<file path="config.mk">
export PLATFORM = sky130hd
export DESIGN_NAME = knn_majority_classifier_top
export DESIGN_NICKNAME = d
export VERILOG_FILES = /design/src/hw/rtl/knn_pkg.sv /design/src/hw/rtl/knn_front.sv /design/src/hw/rtl/knn_fifo.sv /design/src/hw/rtl/knn_back.sv /design/src/hw/rtl/knn_majority_classifier_top.sv
export SDC_FILE = /design/constraint.sdc
export NUM_CORES = 2
export LEC_CHECK = 0
export ABC_AREA = 1
export BUFFER_PORTS_ARGS = -buffer_cell sky130_fd_sc_hd__buf_2
export CORE_ASPECT_RATIO = 1.4
export CORE_UTILIZATION = 58
export CTS_CLUSTER_DIAMETER = 60
export CTS_CLUSTER_SIZE = 25
export DETAILED_ROUTE_END_ITERATION = 16
export PLACE_DENSITY_LB_ADDON = 0.25
export RECOVER_POWER = 50
export SYNTH_ARGS = -nofsm -noshare
export SYNTH_HDL_FRONTEND = slang
export SYNTH_SLANG_ARGS = --single-unit
</file>
<file path="constraint.sdc">
create_clock -name clk_i -period 7.2 [get_ports clk_i]
set_clock_uncertainty 0.1 [all_clocks]
set_input_delay 1.08 -clock clk_i [delete_from_list [all_inputs] [get_ports clk_i]]
set_output_delay 1.08 -clock clk_i [all_outputs]
set_load 0.02 [all_outputs]
</file>
<file path="src/hw/rtl/knn_pkg.sv">
// ----------------------------------------------------------------------------
// KNN classifier package
// Sizes, register codes, the queue entry type and clamping helpers.
// ----------------------------------------------------------------------------
package knn_pkg;

  localparam int MAX_DIMS    = 64;
  localparam int MAX_K       = 16;
  localparam int NUM_CLASSES = 16;

  localparam int COORD_W    = 16;
  localparam int DIFF_W     = COORD_W + 1;
  localparam int SQ_W       = 2 * DIFF_W - 1;
  localparam int DIST_W     = 41;
  localparam int LABEL_W    = 4;
  localparam int CLASS_W    = 4;
  localparam int VOTERS_W   = 5;
  localparam int K_REG_W    = 5;
  localparam int DIMS_REG_W = 7;
  localparam int CFG_DATA_W = 7;
  localparam int CFG_IDX_W  = 1;

  localparam int IDX_W  = (MAX_DIMS > 1) ? $clog2(MAX_DIMS) : 1;
  localparam int CNTR_W = $clog2(MAX_DIMS + 1);
  localparam int KIDX_W = (MAX_K > 1) ? $clog2(MAX_K) : 1;
  localparam int KCNT_W = $clog2(MAX_K + 1);
  localparam int CIDX_W = $clog2(NUM_CLASSES);

  localparam int FIFO_DEPTH = 4;
  localparam int FPTR_W     = $clog2(FIFO_DEPTH);

  localparam logic KIND_QUERY = 1'b0;
  localparam logic KIND_POINT = 1'b1;

  typedef enum logic [CFG_IDX_W-1:0] {
    REG_K_NEIGHBOURS = 1'b0,
    REG_DIMENSIONS   = 1'b1
  } cfg_reg_e;

  typedef struct packed {
    logic signed [DIFF_W-1:0] diff;
    logic [CIDX_W-1:0]        cls;
    logic                     first;
    logic                     endp;
    logic                     last;
  } item_t;

  function automatic logic [CNTR_W-1:0] eff_dims(input logic [DIMS_REG_W-1:0] d);
    logic [CNTR_W-1:0] r;
    if (d == '0) begin
      r = CNTR_W'(1);
    end else if (int'(d) > MAX_DIMS) begin
      r = CNTR_W'(MAX_DIMS);
    end else begin
      r = CNTR_W'(d);
    end
    return r;
  endfunction

  function automatic logic [KCNT_W-1:0] eff_k(input logic [K_REG_W-1:0] k);
    logic [KCNT_W-1:0] r;
    if (k == '0) begin
      r = KCNT_W'(1);
    end else if (int'(k) > MAX_K) begin
      r = KCNT_W'(MAX_K);
    end else begin
      r = KCNT_W'(k);
    end
    return r;
  endfunction

  function automatic logic [CIDX_W-1:0] clamp_class(input logic [LABEL_W-1:0] l);
    logic [CIDX_W-1:0] r;
    if (int'(l) >= NUM_CLASSES) begin
      r = CIDX_W'(NUM_CLASSES - 1);
    end else begin
      r = CIDX_W'(l);
    end
    return r;
  endfunction

endpackage

</file>
<file path="src/hw/rtl/knn_front.sv">
// ----------------------------------------------------------------------------
// KNN classifier front end
// Tracks the coordinate counter, stores the query and forms coordinate deltas.
// ----------------------------------------------------------------------------
module knn_front (
  input  logic                                  clk_i,
  input  logic                                  rst_ni,
  input  logic                                  push_i,
  output logic                                  full_o,
  input  logic                                  kind_i,
  input  logic signed [knn_pkg::COORD_W-1:0]    coord_i,
  input  logic [knn_pkg::LABEL_W-1:0]           label_i,
  input  logic                                  last_i,
  input  logic [knn_pkg::DIMS_REG_W-1:0]        dims_i,
  output logic                                  q_push_o,
  output knn_pkg::item_t                        q_item_o,
  input  logic                                  q_full_i
);

  logic [knn_pkg::COORD_W-1:0] qmem [knn_pkg::MAX_DIMS];

  logic [knn_pkg::IDX_W-1:0]   cnt_q, cnt_d;
  logic [knn_pkg::CNTR_W-1:0]  idx_next;
  logic                        accept;
  logic                        end_vec;
  logic                        endp;
  logic                        s1_valid_q, s1_valid_d;
  logic                        s1_move;
  logic [knn_pkg::COORD_W-1:0] s1_coord_q;
  logic [knn_pkg::COORD_W-1:0] qval_q;
  logic [knn_pkg::CIDX_W-1:0]  s1_cls_q;
  logic                        s1_first_q;
  logic                        s1_endp_q;
  logic                        s1_last_q;
  logic signed [knn_pkg::DIFF_W-1:0] diff;

  assign s1_move = s1_valid_q && !q_full_i;
  assign full_o  = s1_valid_q && q_full_i;
  assign accept  = push_i && !full_o;

  assign idx_next = knn_pkg::CNTR_W'(cnt_q) + knn_pkg::CNTR_W'(1);
  assign end_vec  = idx_next >= knn_pkg::eff_dims(dims_i);
  assign endp     = end_vec || ((kind_i == knn_pkg::KIND_POINT) && last_i);

  always_comb begin
    cnt_d = cnt_q;
    if (accept) begin
      cnt_d = endp ? '0 : idx_next[knn_pkg::IDX_W-1:0];
    end
  end

  always_comb begin
    s1_valid_d = s1_valid_q;
    if (s1_move) begin
      s1_valid_d = 1'b0;
    end
    if (accept && (kind_i == knn_pkg::KIND_POINT)) begin
      s1_valid_d = 1'b1;
    end
  end

  always_ff @(posedge clk_i or negedge rst_ni) begin
    if (!rst_ni) begin
      cnt_q      <= '0;
      s1_valid_q <= 1'b0;
    end else begin
      cnt_q      <= cnt_d;
      s1_valid_q <= s1_valid_d;
    end
  end

  always_ff @(posedge clk_i) begin
    if (accept) begin
      if (kind_i == knn_pkg::KIND_QUERY) begin
        qmem[cnt_q] <= coord_i;
      end else begin
        qval_q     <= qmem[cnt_q];
        s1_coord_q <= coord_i;
        s1_cls_q   <= knn_pkg::clamp_class(label_i);
        s1_first_q <= (cnt_q == '0);
        s1_endp_q  <= endp;
        s1_last_q  <= last_i;
      end
    end
  end

  assign diff = $signed({s1_coord_q[knn_pkg::COORD_W-1], s1_coord_q})
              - $signed({qval_q[knn_pkg::COORD_W-1], qval_q});

  assign q_push_o       = s1_move;
  assign q_item_o.diff  = diff;
  assign q_item_o.cls   = s1_cls_q;
  assign q_item_o.first = s1_first_q;
  assign q_item_o.endp  = s1_endp_q;
  assign q_item_o.last  = s1_last_q;

endmodule

</file>
<file path="src/hw/rtl/knn_fifo.sv">
// ----------------------------------------------------------------------------
// KNN classifier decoupling queue
// Small register queue of coordinate deltas between the front and back ends.
// ----------------------------------------------------------------------------
module knn_fifo (
  input  logic           clk_i,
  input  logic           rst_ni,
  input  logic           push_i,
  input  knn_pkg::item_t item_i,
  output logic           full_o,
  input  logic           pop_i,
  output knn_pkg::item_t item_o,
  output logic           empty_o
);

  knn_pkg::item_t                entries_q [knn_pkg::FIFO_DEPTH];
  logic [knn_pkg::FPTR_W-1:0]    wptr_q, wptr_d;
  logic [knn_pkg::FPTR_W-1:0]    rptr_q, rptr_d;
  logic [knn_pkg::FPTR_W:0]      count_q, count_d;
  logic                          do_push;
  logic                          do_pop;

  assign full_o  = (count_q == (knn_pkg::FPTR_W + 1)'(knn_pkg::FIFO_DEPTH));
  assign empty_o = (count_q == '0);
  assign do_push = push_i && !full_o;
  assign do_pop  = pop_i && !empty_o;
  assign item_o  = entries_q[rptr_q];

  always_comb begin
    wptr_d  = do_push ? wptr_q + knn_pkg::FPTR_W'(1) : wptr_q;
    rptr_d  = do_pop ? rptr_q + knn_pkg::FPTR_W'(1) : rptr_q;
    count_d = count_q;
    if (do_push && !do_pop) begin
      count_d = count_q + (knn_pkg::FPTR_W + 1)'(1);
    end else if (do_pop && !do_push) begin
      count_d = count_q - (knn_pkg::FPTR_W + 1)'(1);
    end
  end

  always_ff @(posedge clk_i or negedge rst_ni) begin
    if (!rst_ni) begin
      wptr_q  <= '0;
      rptr_q  <= '0;
      count_q <= '0;
    end else begin
      wptr_q  <= wptr_d;
      rptr_q  <= rptr_d;
      count_q <= count_d;
    end
  end

  always_ff @(posedge clk_i) begin
    if (do_push) begin
      entries_q[wptr_q] <= item_i;
    end
  end

endmodule

</file>
<file path="src/hw/rtl/knn_back.sv">
// ----------------------------------------------------------------------------
// KNN classifier back end
// Squares and sums deltas, keeps the sorted neighbor list and runs the vote.
// ----------------------------------------------------------------------------
module knn_back (
  input  logic                              clk_i,
  input  logic                              rst_ni,
  input  knn_pkg::item_t                    q_item_i,
  input  logic                              q_empty_i,
  output logic                              q_pop_o,
  input  logic [knn_pkg::K_REG_W-1:0]       k_i,
  output logic                              empty_o,
  input  logic                              pop_i,
  output logic [knn_pkg::CLASS_W-1:0]       predicted_class_o,
  output logic [knn_pkg::VOTERS_W-1:0]      voters_used_o
);

  typedef enum logic [1:0] {
    V_IDLE,
    V_COUNT,
    V_MAX,
    V_OUT
  } vstate_e;

  vstate_e                          state_q;
  logic                             advance;

  logic signed [2*knn_pkg::DIFF_W-1:0] prod;
  logic                             m_valid_q;
  logic [knn_pkg::SQ_W-1:0]         m_sq_q;
  logic [knn_pkg::CIDX_W-1:0]       m_cls_q;
  logic                             m_first_q;
  logic                             m_endp_q;
  logic                             m_last_q;

  logic [knn_pkg::DIST_W-1:0]       acc_q;
  logic [knn_pkg::CIDX_W-1:0]       pcls_q;
  logic [knn_pkg::DIST_W-1:0]       base;
  logic [knn_pkg::DIST_W:0]         sum_wide;
  logic [knn_pkg::DIST_W-1:0]       sum_sat;
  logic [knn_pkg::CIDX_W-1:0]       cls_now;

  logic                             ins_valid_q;
  logic [knn_pkg::DIST_W-1:0]       ins_d_q;
  logic [knn_pkg::CIDX_W-1:0]       ins_cls_q;
  logic                             ins_last_q;
  logic                             do_insert;

  logic [knn_pkg::DIST_W-1:0]       best_d_q [knn_pkg::MAX_K];
  logic [knn_pkg::CIDX_W-1:0]       best_c_q [knn_pkg::MAX_K];
  logic [knn_pkg::DIST_W-1:0]       new_d [knn_pkg::MAX_K];
  logic [knn_pkg::CIDX_W-1:0]       new_c [knn_pkg::MAX_K];
  logic [knn_pkg::MAX_K-1:0]        le;
  logic [knn_pkg::KCNT_W-1:0]       filled_q, filled_d;

  logic [knn_pkg::KCNT_W-1:0]       vi_q;
  logic [knn_pkg::CIDX_W-1:0]       ci_q;
  logic [knn_pkg::CIDX_W-1:0]       best_q;
  logic [knn_pkg::KCNT_W-1:0]       best_cnt_q;
  logic [knn_pkg::KCNT_W-1:0]       voters_q;
  logic [knn_pkg::KCNT_W-1:0]       voters_c;
  logic [knn_pkg::KCNT_W-1:0]       keff;
  logic [knn_pkg::KCNT_W-1:0]       count_q [knn_pkg::NUM_CLASSES];
  logic [knn_pkg::CIDX_W-1:0]       rd_addr;
  logic [knn_pkg::KCNT_W-1:0]       rd_cnt;
  logic                             out_valid_q;
  logic [knn_pkg::CIDX_W-1:0]       out_cls_q;
  logic [knn_pkg::KCNT_W-1:0]       out_voters_q;
  logic                             vote_done;

  assign advance = (state_q == V_IDLE);
  assign q_pop_o = advance && !q_empty_i;

  // Multiply stage.
  assign prod = q_item_i.diff * q_item_i.diff;

  always_ff @(posedge clk_i or negedge rst_ni) begin
    if (!rst_ni) begin
      m_valid_q <= 1'b0;
      m_sq_q    <= '0;
      m_cls_q   <= '0;
      m_first_q <= 1'b0;
      m_endp_q  <= 1'b0;
      m_last_q  <= 1'b0;
    end else if (advance) begin
      m_valid_q <= q_pop_o;
      m_sq_q    <= prod[knn_pkg::SQ_W-1:0];
      m_cls_q   <= q_item_i.cls;
      m_first_q <= q_item_i.first;
      m_endp_q  <= q_item_i.endp;
      m_last_q  <= q_item_i.last;
    end
  end

  // Accumulate stage.
  assign base     = m_first_q ? '0 : acc_q;
  assign sum_wide = {1'b0, base} + (knn_pkg::DIST_W + 1)'(m_sq_q);
  assign sum_sat  = sum_wide[knn_pkg::DIST_W] ? '1 : sum_wide[knn_pkg::DIST_W-1:0];
  assign cls_now  = m_first_q ? m_cls_q : pcls_q;

  always_ff @(posedge clk_i or negedge rst_ni) begin
    if (!rst_ni) begin
      acc_q       <= '0;
      pcls_q      <= '0;
      ins_valid_q <= 1'b0;
      ins_d_q     <= '0;
      ins_cls_q   <= '0;
      ins_last_q  <= 1'b0;
    end else if (advance) begin
      ins_valid_q <= m_valid_q && m_endp_q;
      if (m_valid_q) begin
        if (m_endp_q) begin
          acc_q      <= '0;
          pcls_q     <= m_last_q ? '0 : cls_now;
          ins_d_q    <= sum_sat;
          ins_cls_q  <= cls_now;
          ins_last_q <= m_last_q;
        end else begin
          acc_q  <= sum_sat;
          pcls_q <= cls_now;
        end
      end
    end
  end

  // Sorted insertion: the new point goes after every entry at or below it.
  assign do_insert = advance && ins_valid_q;

  always_comb begin
    for (int i = 0; i < knn_pkg::MAX_K; i++) begin
      le[i] = (knn_pkg::KCNT_W'(i) < filled_q) && (best_d_q[i] <= ins_d_q);
    end
    for (int i = 0; i < knn_pkg::MAX_K; i++) begin
      if (le[i]) begin
        new_d[i] = best_d_q[i];
        new_c[i] = best_c_q[i];
      end else if (i == 0) begin
        new_d[i] = ins_d_q;
        new_c[i] = ins_cls_q;
      end else if (le[i-1]) begin
        new_d[i] = ins_d_q;
        new_c[i] = ins_cls_q;
      end else begin
        new_d[i] = best_d_q[i-1];
        new_c[i] = best_c_q[i-1];
      end
    end
  end

  always_comb begin
    filled_d = filled_q;
    if (vote_done) begin
      filled_d = '0;
    end else if (do_insert && (int'(filled_q) < knn_pkg::MAX_K)) begin
      filled_d = filled_q + knn_pkg::KCNT_W'(1);
    end
  end

  always_ff @(posedge clk_i or negedge rst_ni) begin
    if (!rst_ni) begin
      filled_q <= '0;
    end else begin
      filled_q <= filled_d;
    end
  end

  always_ff @(posedge clk_i) begin
    if (do_insert) begin
      for (int i = 0; i < knn_pkg::MAX_K; i++) begin
        best_d_q[i] <= new_d[i];
        best_c_q[i] <= new_c[i];
      end
    end
  end

  // Vote over the nearest entries, then a scan for the most frequent class.
  assign keff      = knn_pkg::eff_k(k_i);
  assign voters_c  = (keff < filled_q) ? keff : filled_q;
  assign rd_addr   = (state_q == V_COUNT) ? best_c_q[vi_q[knn_pkg::KIDX_W-1:0]] : ci_q;
  assign rd_cnt    = count_q[rd_addr];
  assign vote_done = (state_q == V_OUT) && !out_valid_q;

  always_ff @(posedge clk_i or negedge rst_ni) begin
    if (!rst_ni) begin
      state_q      <= V_IDLE;
      vi_q         <= '0;
      ci_q         <= '0;
      best_q       <= '0;
      best_cnt_q   <= '0;
      voters_q     <= '0;
      out_valid_q  <= 1'b0;
      out_cls_q    <= '0;
      out_voters_q <= '0;
      for (int c = 0; c < knn_pkg::NUM_CLASSES; c++) begin
        count_q[c] <= '0;
      end
    end else begin
      if (pop_i && out_valid_q) begin
        out_valid_q <= 1'b0;
      end
      case (state_q)
        V_IDLE: begin
          if (do_insert && ins_last_q) begin
            state_q <= V_COUNT;
            vi_q    <= '0;
            for (int c = 0; c < knn_pkg::NUM_CLASSES; c++) begin
              count_q[c] <= '0;
            end
          end
        end
        V_COUNT: begin
          if (vi_q < voters_c) begin
            count_q[rd_addr] <= rd_cnt + knn_pkg::KCNT_W'(1);
            vi_q             <= vi_q + knn_pkg::KCNT_W'(1);
          end else begin
            state_q    <= V_MAX;
            ci_q       <= knn_pkg::CIDX_W'(1);
            best_q     <= '0;
            best_cnt_q <= count_q[0];
            voters_q   <= voters_c;
          end
        end
        V_MAX: begin
          if (rd_cnt > best_cnt_q) begin
            best_q     <= ci_q;
            best_cnt_q <= rd_cnt;
          end
          if (ci_q == knn_pkg::CIDX_W'(knn_pkg::NUM_CLASSES - 1)) begin
            state_q <= V_OUT;
          end else begin
            ci_q <= ci_q + knn_pkg::CIDX_W'(1);
          end
        end
        V_OUT: begin
          if (!out_valid_q) begin
            out_valid_q  <= 1'b1;
            out_cls_q    <= best_q;
            out_voters_q <= voters_q;
            state_q      <= V_IDLE;
          end
        end
        default: begin
          state_q <= V_IDLE;
        end
      endcase
    end
  end

  assign empty_o           = !out_valid_q;
  assign predicted_class_o = knn_pkg::CLASS_W'(out_cls_q);
  assign voters_used_o     = knn_pkg::VOTERS_W'(out_voters_q);

endmodule

</file>
<file path="src/hw/rtl/knn_majority_classifier_top.sv">
// ----------------------------------------------------------------------------
// KNN majority classifier
// Streams a query and labeled points, keeps the k nearest and votes a class.
// ----------------------------------------------------------------------------
// Channel   Handshake            Beat contents
// input     push / full          kind, coord_value, class_label, last_point
// result    empty / pop          predicted_class, voters_used
// config    cfg_valid/cfg_ready  cfg_index, cfg_data
//
// The front end takes one coordinate beat per cycle while full is low; dataset
// deltas then pass a four-entry queue into a multiply, accumulate and insert
// pipeline. After the last beat a result passes the front-end register, the
// queue, the multiply and accumulate stages and the insertion into the
// neighbor list, then a tally per voter, a scan of the classes and the post.
// The back end holds during the vote while the front end keeps taking beats
// until the queue fills.
// Reset clears all control state at once; the query store needs no clearing.
// ----------------------------------------------------------------------------
module knn_majority_classifier_top (
  input  logic                                  clk_i,
  input  logic                                  rst_ni,
  input  logic                                  push,
  output logic                                  full,
  input  logic                                  kind_i,
  input  logic signed [knn_pkg::COORD_W-1:0]    coord_value_i,
  input  logic [knn_pkg::LABEL_W-1:0]           class_label_i,
  input  logic                                  last_point_i,
  output logic                                  empty,
  input  logic                                  pop,
  output logic [knn_pkg::CLASS_W-1:0]           predicted_class_o,
  output logic [knn_pkg::VOTERS_W-1:0]          voters_used_o,
  input  logic                                  cfg_valid_i,
  output logic                                  cfg_ready_o,
  input  logic [knn_pkg::CFG_IDX_W-1:0]         cfg_index_i,
  input  logic [knn_pkg::CFG_DATA_W-1:0]        cfg_data_i
);

  logic [knn_pkg::K_REG_W-1:0]    k_q;
  logic [knn_pkg::DIMS_REG_W-1:0] dims_q;

  logic           q_push;
  logic           q_full;
  logic           q_pop;
  logic           q_empty;
  knn_pkg::item_t q_in;
  knn_pkg::item_t q_out;

  assign cfg_ready_o = 1'b1;

  always_ff @(posedge clk_i or negedge rst_ni) begin
    if (!rst_ni) begin
      k_q    <= knn_pkg::K_REG_W'(1);
      dims_q <= knn_pkg::DIMS_REG_W'(1);
    end else if (cfg_valid_i && cfg_ready_o) begin
      case (cfg_index_i)
        knn_pkg::REG_K_NEIGHBOURS: k_q    <= cfg_data_i[knn_pkg::K_REG_W-1:0];
        knn_pkg::REG_DIMENSIONS:   dims_q <= cfg_data_i[knn_pkg::DIMS_REG_W-1:0];
        default: begin
          k_q <= k_q;
        end
      endcase
    end
  end

  knn_front u_front (
    .clk_i    (clk_i),
    .rst_ni   (rst_ni),
    .push_i   (push),
    .full_o   (full),
    .kind_i   (kind_i),
    .coord_i  (coord_value_i),
    .label_i  (class_label_i),
    .last_i   (last_point_i),
    .dims_i   (dims_q),
    .q_push_o (q_push),
    .q_item_o (q_in),
    .q_full_i (q_full)
  );

  knn_fifo u_fifo (
    .clk_i   (clk_i),
    .rst_ni  (rst_ni),
    .push_i  (q_push),
    .item_i  (q_in),
    .full_o  (q_full),
    .pop_i   (q_pop),
    .item_o  (q_out),
    .empty_o (q_empty)
  );

  knn_back u_back (
    .clk_i             (clk_i),
    .rst_ni            (rst_ni),
    .q_item_i          (q_out),
    .q_empty_i         (q_empty),
    .q_pop_o           (q_pop),
    .k_i               (k_q),
    .empty_o           (empty),
    .pop_i             (pop),
    .predicted_class_o (predicted_class_o),
    .voters_used_o     (voters_used_o)
  );

endmodule

</file>
==> results.md <==
- Status: complete, but fails checks
- Failing checks: capacitance limit, slew limit
- CTS Buf Count: between 100 and 150
- Worst setup EP type: register
- Cell class contributing the biggest share of worst-path delay: buffers and inverters
- Final setup viols: 0
- #FFs+latches synth: around 2200
- Syn Area/Cell: between 10 and 15 µm²
- Worst Setup Slack, final: 267.2 ps
- Final core utilization: between 60% and 70%
- Vias in the first global route: 79460
- Most frequent cells in the layout: 2421 x nand2_1, 1879 x edfxtp_1, 981 x o21ai_0, 822 x ha_1, 794 x inv_1
- Commonest non-fill, non-tap cell in the layout: nand2_1
- Largest net degree at the start of global routing: 151
- Layout cells sized above 1: about 6.4%
- Mapped Nets: between 10000 and 15000
- Initial antenna violation count: 4
- # port buffers: 45
- Number of library cell types mapped by synthesis: approximately 70
- Final period utilization: a little over nine tenths
- Post-place instance area: about 120000 µm²
- Maxcap violations: 25
- Critical Path RT: roughly 7600 ps
- Gr usage total: 30.50%
- DR pass1 iterations: 6
- Synth area leaders: edfxtp_1 50%, ha_1 9.2%, nand2_1 8.2%
- Clk slew on worst S/H paths: roughly 90 ps
- Number of synthesis warnings: 0
- Via count: just under 80000
- Area Overhead vs Synth: 7.932%
- Slowest cell on the critical path: clkdlybuf4s25_1
- Worst-Skew Late Latency: 870 ps
- First-pass GRT wire length: 455200 µm
- Initial drt markers: roughly 6600
- Post-synth top area share: roughly half
- Cell count after synthesis: 10290
- Ports: 47
- Worst Setup Path Type: reg2reg
- Wire per inst: around 23 µm
- Fillers: roughly 15000
- Final hold violation count: 0
- Root buf cell: clkbuf_16
- Hold Buf Count CTS: 0
- Design Area, Final: 120900 µm²
- Total wire length: between 300000 and 400000 µm
- Die area: about 190000 µm²
- Worst slack, placed: -127.0 ps
- CP peak stage delay: 3350 ps
- Slew Limit Fails: 1604
- Setup crit start kind: register
- Nets@finish: 11490
- Critical-path cell list: clkinv_1 -> nor3_1 -> clkdlybuf4s25_1 -> nand2_1 -> clkbuf_1 -> nor2_1 -> clkbuf_1
- Min Tclk post-route: between 6000 and 7000 ps
- Buf/Inv on CP: 4
- Synthesized area: about 110000 µm²
- Die height: 521.9 µm
- Core area: around 190000 µm²
- CTS tree: done
- Cell Rows: 190
- Max Clk Rate: about 140 MHz
- Clock sink count: 2157
- Clk buf depth: 4
- Gpl congestion: 0.9325
- Die X: around 370 µm
- Crit path top cell by count: clkbuf_1
- Seq/Total Area, Yosys: between 50% and 60%
- Area leader, netlist: edfxtp_1
- Antenna Nets Post-Route: 0
- HPWL after detailed placement: around 210000 µm
- CTS H-tree lvls: 4
- Grt ovf: 0
- Critical Path Fanout Max: 80
- Hold Crit Class: reg2reg
- Number of synthesized flops with an enable pin: 1879
- Vias per cell: 6.142
- Initial Util: 58.45%
- Post-synth top flop: edfxtp_1
- Tightest Pin Transition: roughly 4500 ps
- Final TNS setup: 0 ps
- Critical Path AT: approximately 7300 ps
- DRC viols: 0
- Slew margin rel.: -199.4%
- Fraction of registers with async set or reset after synthesis: about an eighth
==> what timing repair did <==
| action | in CTS | in global routing |
|---|---|---|
| endpoints found under the setup margin | 6 | 14 |
| buffers inserted | 2 | 13 |
| pin swaps | 0 | 6 |
| cloned | 0 | 2 |
| resized for setup | 7 | 60 |
==> cell usage after synthesis, types with 8 or more instances <==
master,instances
o21ai_1,18
o211ai_1,20
a211oi_1,33
inv_1,804
nand2_1,2437
xnor2_1,26
o21bai_1,20
dfrtp_1,276
a22o_1,105
a31oi_1,29
nor3_1,70
o31ai_1,8
a21boi_0,12
nand3_1,213
a22oi_1,144
o21ai_0,986
clkinv_1,11
buf_6,13
nand4_1,248
a221oi_1,120
nor4_1,37
buf_2,18
clkbuf_1,343
nand3_2,13
a32oi_1,15
o21a_1,22
a21oi_1,436
fa_1,264
ha_1,826
xor2_1,51
o221ai_1,17
o22ai_1,35
buf_1,30
nor2_1,544
inv_2,9
or2_2,37
edfxtp_1,1879
a21o_1,24
==> cells by family after synthesis <==
group,synth area share (%)
simple gates,13.59
flops,56.59
compound gates,10.94
buf+inv,4.302
fa+ha+maj,13.95
xor+xnor,0.6022
mux,0.02905
other cells,0.003348
==> state kept, by name (all words and copies together), names as in the netlist, 6 cells and up <==
name,flops
dims_q,7
u_back.acc_q,41
u_back.best_c_q,64
u_back.best_d_q,656
u_back.count_q,80
u_back.ins_d_q,41
u_back.m_sq_q,32
u_fifo.entries_q,96
u_front.cnt_q,6
u_front.qmem,1024
u_front.qval_q,16
u_front.s1_coord_q,16
==> through the flow <==
step	cells	hold WS, ps
final	12950	314.0
after floorplan	10290	324.9
after global routing	12940	322.5
after detailed placement	12700	329.9
after global placement	12700	328.5
after CTS	12930	120.2
==> metal layers <==
metal	global-route usage, %	vias up	routed length [µm]
li1	-	36550	-
met1	33.72	39070	106500
met5	0	-	9
met4	19.60	2	22040
met3	3.408	914	17250
met2	55.64	2979	155400
==> area by class of cell <==
cell class	instances	area [µm²]	area share, %
clock buffer	161	3775	3.123
sequential	2157	63390	52.44
inverter	825	3138	2.596
multi-input combinational	6898	44300	36.65
timing repair inverter	1	7.507	0.006211
timing repair buffer	340	2400	1.985
clock inverter	64	743.2	0.6148
tap	2496	3123	2.584
antenna	4	10.01	0.008281
==> final timing paths <==
check	from	endpoint	slack (ps)	cells past startpoint
setup / recovery	u_front.cnt_q[0]	u_front.qmem[27][8]	270	7
hold / removal	u_back.ins_cls_q[1]	u_back.best_c_q[0][1]	310	0
setup reg to reg	u_front.cnt_q[0]	u_front.qmem[27][8]	270	7
hold reg to reg	u_back.ins_cls_q[1]	u_back.best_c_q[0][1]	310	0
max in group asynchronous	rst_ni	u_back.filled_q[0]	1890	2
min in group asynchronous	rst_ni	u_back.acc_q[24]	1370	1
Power is not shown: default switching activity piles up to over one toggle a cycle in this logic, so the estimate is an artifact.
